===== src/ukst_pkg.sv =====
package ukst_pkg;

    // table geometry
    localparam int CAPACITY  = 16;
    localparam int KEY_WIDTH = 32;
    localparam int CNT_W     = $clog2(CAPACITY + 1);
    localparam int COUNT_W   = 5;

    typedef logic [KEY_WIDTH-1:0] t_key;
    typedef logic [CNT_W-1:0]     t_cnt;

    // operation codes; the unused code behaves as a lookup
    typedef enum logic [1:0] {
        OP_ADD    = 2'd0,
        OP_REMOVE = 2'd1,
        OP_LOOKUP = 2'd2
    } t_op;

    // result status codes
    localparam logic [1:0] ST_OK      = 2'd0;
    localparam logic [1:0] ST_DUP     = 2'd1;
    localparam logic [1:0] ST_MISSING = 2'd2;
    localparam logic [1:0] ST_FULL    = 2'd3;

    // per-cell control from the sequencer
    typedef struct packed {
        logic valid;   // cell holds a live entry
        logic remove;  // remove operation in progress
        logic append;  // cell takes the search key
    } t_cell_ctl;

endpackage


===== src/ukst_cell.sv =====
module ukst_cell (
    input  logic              i_clk,
    input  ukst_pkg::t_cell_ctl i_ctl,
    input  ukst_pkg::t_key    i_search_key,
    input  ukst_pkg::t_key    i_next_key,
    input  logic              i_shift_in,
    output logic              o_shift_out,
    output ukst_pkg::t_key    o_key
);
    import ukst_pkg::*;

    t_key r_key;
    logic w_match;

    // compare against the live entry only
    assign w_match     = i_ctl.valid && (r_key == i_search_key);

    // from the matching cell on, every cell pulls its neighbor down on a remove
    assign o_shift_out = i_shift_in || w_match;
    assign o_key       = r_key;

    // entry storage: append or shift down from the neighbor
    always_ff @(posedge i_clk) begin
        if (i_ctl.append) begin
            r_key <= i_search_key;
        end else if (i_ctl.remove && o_shift_out) begin
            r_key <= i_next_key;
        end
    end

endmodule


===== src/unique_key_set_table.sv =====
// A start is taken into the command register, and its result into the result registers.
// Throughput: one item per cycle; busy stays low, the command register and
// the cell row work back to back and each item sees the previous update.
// Reset clears the entry count and the pipeline strobes; the key cells are
// not cleared. Results appear for one cycle on o_valid; the receiver cannot stall.
module unique_key_set_table (
    input  logic                          i_clk,
    input  logic                          i_rst_n,
    input  logic                          start,
    output logic                          busy,
    input  logic [1:0]                    i_operation,
    input  logic [ukst_pkg::KEY_WIDTH-1:0] i_key,
    output logic                          o_valid,
    output logic [1:0]                    o_status,
    output logic                          o_hit,
    output logic [ukst_pkg::COUNT_W-1:0]  o_count
);
    import ukst_pkg::*;

    logic                r_cmd_valid;
    logic [1:0]          r_op;
    t_key                r_key;
    t_cnt                r_count;
    t_cnt                n_count;
    logic                r_out_valid;
    logic [1:0]          r_status;
    logic [1:0]          n_status;
    logic                r_hit;

    logic [CAPACITY:0]   w_shift;
    t_key                w_cell_key [CAPACITY];
    logic                w_hit;
    logic                w_is_add;
    logic                w_is_remove;
    logic                w_full;
    logic                w_add_ok;

    assign busy = 1'b0;

    // command register
    always_ff @(posedge i_clk) begin
        if (!i_rst_n) begin
            r_cmd_valid <= 1'b0;
        end else begin
            r_cmd_valid <= start;
        end
        if (start) begin
            r_op  <= i_operation;
            r_key <= i_key;
        end
    end

    // decode
    assign w_is_add    = r_cmd_valid && (r_op == OP_ADD);
    assign w_is_remove = r_cmd_valid && (r_op == OP_REMOVE);
    assign w_full      = (r_count == CNT_W'(CAPACITY));
    assign w_hit       = w_shift[CAPACITY];
    assign w_add_ok    = w_is_add && !w_hit && !w_full;

    // row of cells; the shift chain also carries the hit
    assign w_shift[0] = 1'b0;
    for (genvar i = 0; i < CAPACITY; i++) begin : g_cell
        t_cell_ctl w_ctl;
        t_key      w_next;

        assign w_ctl.valid  = (r_count > CNT_W'(i));
        assign w_ctl.remove = w_is_remove;
        assign w_ctl.append = w_add_ok && (r_count == CNT_W'(i));

        if (i == CAPACITY - 1) begin : g_last
            assign w_next = '0;
        end else begin : g_mid
            assign w_next = w_cell_key[i+1];
        end

        ukst_cell u_cell (
            .i_clk        (i_clk),
            .i_ctl        (w_ctl),
            .i_search_key (r_key),
            .i_next_key   (w_next),
            .i_shift_in   (w_shift[i]),
            .o_shift_out  (w_shift[i+1]),
            .o_key        (w_cell_key[i])
        );
    end

    // status and next count
    always_comb begin
        n_status = ST_OK;
        n_count  = r_count;
        if (w_is_add) begin
            if (w_hit) begin
                n_status = ST_DUP;
            end else if (w_full) begin
                n_status = ST_FULL;
            end else begin
                n_count = r_count + CNT_W'(1);
            end
        end else if (w_is_remove) begin
            if (!w_hit) begin
                n_status = ST_MISSING;
            end else begin
                n_count = r_count - CNT_W'(1);
            end
        end
    end

    // count and result registers
    always_ff @(posedge i_clk) begin
        if (!i_rst_n) begin
            r_count     <= '0;
            r_out_valid <= 1'b0;
        end else begin
            r_out_valid <= r_cmd_valid;
            if (r_cmd_valid) begin
                r_count <= n_count;
            end
        end
        if (r_cmd_valid) begin
            r_status <= n_status;
            r_hit    <= w_hit;
        end
    end

    assign o_valid  = r_out_valid;
    assign o_status = r_status;
    assign o_hit    = r_hit;
    assign o_count  = COUNT_W'(r_count);

endmodule

===== config.mk =====
export PLATFORM = sky130hd
export DESIGN_NAME = unique_key_set_table
export DESIGN_NICKNAME = d
export VERILOG_FILES = /design/src/ukst_pkg.sv /design/src/ukst_cell.sv /design/src/unique_key_set_table.sv
export SDC_FILE = /design/constraint.sdc
export NUM_CORES = 1
export LEC_CHECK = 0
export BUFFER_PORTS_ARGS = -buffer_cell sky130_fd_sc_hd__buf_2
export CAP_MARGIN = 20
export CORE_ASPECT_RATIO = 0.75
export CORE_MARGIN = 2
export CORE_UTILIZATION = 35
export DETAILED_ROUTE_END_ITERATION = 8
export SLEW_MARGIN = 40
export SYNTH_ARGS = -nofsm -noshare
export SYNTH_HDL_FRONTEND = slang
export SYNTH_SLANG_ARGS = --single-unit

===== constraint.sdc =====
create_clock -name i_clk -period 14.9 [get_ports i_clk]
set_input_delay 0.745 -clock i_clk [delete_from_list [all_inputs] [get_ports i_clk]]
set_output_delay 0.745 -clock i_clk [all_outputs]
set_load 0.1 [all_outputs]

# Word-level counts from Yosys, hierarchy flattened
# Index checks and enable logic that the tools add are counted.
# word_totals
input_bits,37
ram_bits,0
latch_bits,0
romBits,0
regBits,556
out_inout_bits,10
mem_count,0
wordCells,208
# classes
n_mul,0
n_eq_ne,35
bitwise,0
addsub,2
div,0
n_mux,42
order_cmp,16
reduce_logical,90
n_shift,0
# ops
cell,count
$mux 32,32
$eq 32x32->1,16
$logic_and 1x1->1,52
$eq 5x4->1 const B,8
$gt 5x4->1 const B,8
$reduce_bool 2->1,18
$mux 5,5
$eq 5x3->1 const B,4
$gt 5x3->1 const B,4
$logic_or 1x1->1,15
$eq 5x2->1 const B,2
$gt 5x1->1 const B,2
$gt 5x2->1 const B,2
$mux 2,5
$add 5x1->5 const B,1
$eq 5x1->1 const B,1
$eq 5x5->1 const B,1
$logic_not 5->1,1
$reduce_and 5->1,1
$sub 5x1->5 const B,1
$ne 2x2->1 const B,2
$eq 2x1->1 const B,1
$logic_not 1->1,2
$logic_not 2->1,1

# Longest topological paths before layout
# depth
depth_word,22
depth_mapped,16
depth_no_buf,11

# Modules after synthesis
# From an unflattened synthesis, not the netlist that was laid out.
# hier_totals
cells_unflattened,2067
hier_area_um2,29633.4
# by_module_without_submodules
module,cells_per_inst,seq_area_each_um2,instances,area_each_um2
ukst_cell,119,960.9,16,1731.7
unique_key_set_table,163,1251.2,1,1926.8

# Worst setup path after synthesis
# No wires, ideal clock.
# synth_timing
path_type,register -> register
startpoint,"reg r_count[1], in the netlist o_count[1]"
endpoint,"reg g_cell[15].u_cell.r_key[0], enable pin"
stages_incl_launch_ff,13
synth_period_minus_slack_ns,5.780
slack_ns,9.120
setup_time_ns,0.466
arrival_ns,5.314
path_cell_list,dfxtp_1 -> buf_2 -> inv_1 -> ha_1 -> buf_2 -> o2bb2ai_1 -> nand3_1 -> o2111ai_1 -> nor4_1 -> a211oi_4 -> nand4_2 -> nor3_1 -> o21ai_0
# synth_via
elab_chain_cells,22
elab_cells_between_ends,56
classes_between,16 x order compare; 2 x eq/ne; 38 x reduce/logical
# synth_lines
element,line,text
"start, declared",unique_key_set_table.sv:23,t_cnt r_count;
"start signal, assigned",unique_key_set_table.sv:116,r_count <= n_count;
$gt 5x1->1,unique_key_set_table.sv:66,assign w_ctl.valid = (r_count > CNT_W'(i));
$logic_and 1x1->1,ukst_cell.sv:16,assign w_match = i_ctl.valid && (r_key == i_search_key);
$logic_or 1x1->1 (15 in a row),ukst_cell.sv:19,assign o_shift_out = i_shift_in || w_match;
$logic_not 1->1,--,
$logic_and 1x1->1 (2 in a row),unique_key_set_table.sv:58,assign w_add_ok = w_is_add && !w_hit && !w_full;
$logic_and 1x1->1,unique_key_set_table.sv:68,assign w_ctl.append = w_add_ok && (r_count == CNT_W'(i));
$reduce_bool 2->1 (no source line) (*),--,
"end signal, assigned",ukst_cell.sv:25,r_key <= i_search_key;
"end signal, assigned",ukst_cell.sv:27,r_key <= i_next_key;
"end, declared",ukst_cell.sv:12,t_key r_key;
# Every way passes the cells marked *; elsewhere a longest branch is shown, timed or not.
# A chain may end at the register's enable or synchronous reset.

# Worst setup path after layout
# layout_timing
startpoint,"reg r_count[1], in the netlist o_count[1]"
endpoint,"reg g_cell[6].u_cell.r_key[8], enable pin"
# layout_via
elab_chain_cells,22
elab_cells_between_ends,56
classes_between,16 x order compare; 2 x eq/ne; 38 x reduce/logical
# layout_lines
element,line
$gt 5x1->1,unique_key_set_table.sv:66
$logic_and 1x1->1,ukst_cell.sv:16
$logic_or 1x1->1 (15 in a row),ukst_cell.sv:19
$logic_not 1->1,--
$logic_and 1x1->1 (2 in a row),unique_key_set_table.sv:58
$logic_and 1x1->1,unique_key_set_table.sv:68
$reduce_bool 2->1 (no source line) (*),--
"end signal, assigned",ukst_cell.sv:25
"end signal, assigned",ukst_cell.sv:27
"end, declared",ukst_cell.sv:12
# Marked as above.

==> flow_summary.yaml <==
outcome:
  status: "finished, final reports clean"
floorplanning:
  die_x_um: 347
  die_y_um: 261
  start_util_pct: 35.2
  ios: 47
  core_area_mm2: 0.0875
  die-area_mm2: 0.0905
  num_rows: 94
routing:
  top_layer: "met4"
  m1WireLength_mm: 44.4
  antenna_left: 0
  dr.pass1.iters: 5
  drt_iter0_markers: 2246
  wl_per_cell_um: 27.7
  num_vias: 18000
  wl_met3_mm: 9.82
  drc: 0
  wl_mm: 91.6
  dr_wl_met2_mm: 35.8
  via_per_inst: 5.43
cts:
  post-cts-setup-buffers: 0
  cts_tree: "built"
  insertion_delay_ns: 0.67
  cts_sinks: 556
  ctsHoldBuffers: 0
  h-tree-depth: 2
  root_buffer: "clkbuf_16"
  clk_pin_slew_ns: 0.07
  cts_resized: 0
  clock_path_buffers: 3
  numCtsBuffers: 58
global_route:
  first_global_vias: 17800
  gr-total-overflow: 0
  grt.total_usage_pct: 19.9
  antenna_found_initial: 2
  grt_pass1_wl_mm: 131
  grt_max_degree: 39
placed_design:
  io_buffers: 45
  preCtsSetupSlack_ns: 9.28
  hpwl_mm: 58.7
  routabilityCongestion: 0.964
yosys:
  yosysTopAreaCell: "edfxtp_1"
  syn_inst: 2144
  yosys-top-cells-area: "edfxtp_1, mux2_2, xnor2_1"
  synth.avg_cell_area_um2: 14.4
  ys_seq_area_share_pct: 53.9
  ys_warn_count: 0
  syn-num-nets: 2187
  synth_edf_count: 549
  synth_top_area_share_pct: 53.5
  synthTopCellsByCount: "edfxtp_1, mux2_2, xnor2_1"
  synth_area_mm2: 0.0308
  ys.flop_type: "edfxtp_1"
  ys_types: 58
  synth-seq-cells: 556
  yosysMostFrequentCell: "edfxtp_1"
  ys_async_sr_fraction_pct: 0
setup_path:
  rrSetupSlack_ns: 9.37
  worst_ep_arrival_time_ns: 5.80
  crit_path_start: "o_count[1]$_SDFFE_PN0P_"
  r2r_cells: 12
  timing.rr.start: "o_count[1]$_SDFFE_PN0P_"
  cp.required_ns: 15.17
  path_class: "reg2reg"
  worstSetupStartpointType: "register"
  worstSetupEndpointType: "register"
  r2r_end: "g_cell[6].u_cell.o_key[8]$_DFFE_PP_"
  critPathMaxFanout: 38
  critPathCapture: "g_cell[6].u_cell.o_key[8]$_DFFE_PP_"
timing:
  setup_viol: 0
  whs_ns: 0.254
  rsz0062_at_grt: "no"
  worst_pin_slew_ns: 0.804
  finalClockSkew_ns: 0.0398
  finalWorstSetupSlack_ns: 9.37
  maxSlewViolCount: 0
  fin_crit_ns: 5.53
  min_period_over_period_pct: 37.1
  max_freq_ghz: 0.181
  hold_viol: 0
  fin_tns_setup_ns: 0
  max-slew-margin-rel_pct: 45.9
worst_hold_path:
  worstHoldStart: "i_key[30]"
  hold_path.class: "in2reg"
finish:
  antennaDiodeCount: 0
  nets: 2149
  layout-drive-gt1-share_pct: 33.4
  syn2layout_area_growth_pct: 9.16
pwr:
  power_leakage_uw: 0.0123
  powerDensity_mw_per_mm2: 104
  max-vdd-ir-drop_v: 0.0000932
flow_run:
  cap_violations: 0
-- power breakdown --
part | total [uW] | internal [uW] | switching (uW) | leakage [uW]
Sequential | 1710 | 1710 | 6.75 | 0.00574
Combinational | 290 | 83.5 | 207 | 0.00558
Clock | 1500 | 845 | 659 | 0.000944
-- cells by family after synthesis --
group	after synthesis	synth area share [%]
and+or+nand+nor	334	6.69
other	1	0.0122
AOI/OAI and AO/OA	46	1.02
xor gates and xnor gates	511	14.5
muxes	485	19.1
DFF	556	53.9
adders and majority gates	6	0.243
buffers and inverters	205	4.51
-- how the worst min path moves through the flow --
stage / slack (ns) / cells after the start / to
floorplan: 0.52 / 0 / o_hit$_DFFE_PP_
global placement: 0.58 / 1 / g_cell[8].u_cell.o_key[12]$_DFFE_PP_
detailed placement: 0.58 / 1 / g_cell[9].u_cell.o_key[24]$_DFFE_PP_
CTS: 0.22 / 1 / r_key[30]$_DFFE_PP_
global route: 0.23 / 1 / r_key[30]$_DFFE_PP_
finish: 0.25 / 1 / r_key[30]$_DFFE_PP_
-- state kept, by name, summed over array words and instances, names as in the netlist --
name	flops
o_status	2
g_cell.u_cell.o_key	512
r_op	2
r_cmd_valid	1
o_count	5
o_valid	1
o_hit	1
r_key	32
-- critical path, stage by stage, from the launching register on --
cell,delay (ns)
dfxtp_1,0.75
ha_1,0.61
and3_1,0.23
ha_2,0.53
a21oi_1,0.08
o2111a_1,0.15
a31oi_1,0.23
nand4_2,0.17
nor4_4,0.34
buf_4,0.25
buf_4,0.38
nand4_4,0.54
nand2_2,0.81
-- area by class of cell --
| cell class | count | area [um^2] |
|---|---|---|
| sequential | 556 | 16600 |
| fill | 8179 | 53800 |
| clock buffer | 67 | 1530 |
| clock inverter | 42 | 432 |
| tap | 1152 | 1440 |
| inverter | 8 | 30.0 |
| multi-input combinational | 1383 | 13000 |
| timing repair buffer | 99 | 633 |
-- cell usage in the layout, fill, tap and decap left out, types with 8 or more instances in the layout --
cell type / synthesis / routed
nand3_4: 1 / 8
nor4_1: 85 / 82
buf_4: 82 / 55
edfxtp_1: 549 / 549
buf_2: 41 / 44
xnor2_1: 259 / 259
mux2_4: 116 / 116
and3_1: 39 / 38
xor2_1: 252 / 252
clkinv_1: 0 / 8
nand4_1: 84 / 84
o21ai_0: 17 / 10
nor2_1: 16 / 16
clkinvlp_4: 0 / 8
nor3_1: 22 / 20
nand3_1: 18 / 18
mux2_2: 364 / 364
nand2_1: 28 / 25
clkinv_2: 0 / 13
clkbuf_16: 0 / 58
-- metrics by stage --
step | area, um^2 | util, % | instances | total power, uW
after floorplan | 30800 | - | 2144 | 1940
after global placement | 31600 | 36.1 | 3196 | 2030
after detailed placement | 31700 | 36.2 | 3198 | 2030
after CTS | 33600 | 38.4 | 3307 | 3530
after global routing | 33700 | 38.5 | 3307 | 3610
final | 33700 | 38.5 | 3307 | 3510
-- layer usage --
metal | global-route usage, % | up-vias
met5 | 0 | -
met4 | 4.03 | 0
met3 | 5.49 | 113
met2 | 27.0 | 861
met1 | 31.0 | 9139
li1 | - | 7855
Power figures use the tool's default switching activity.
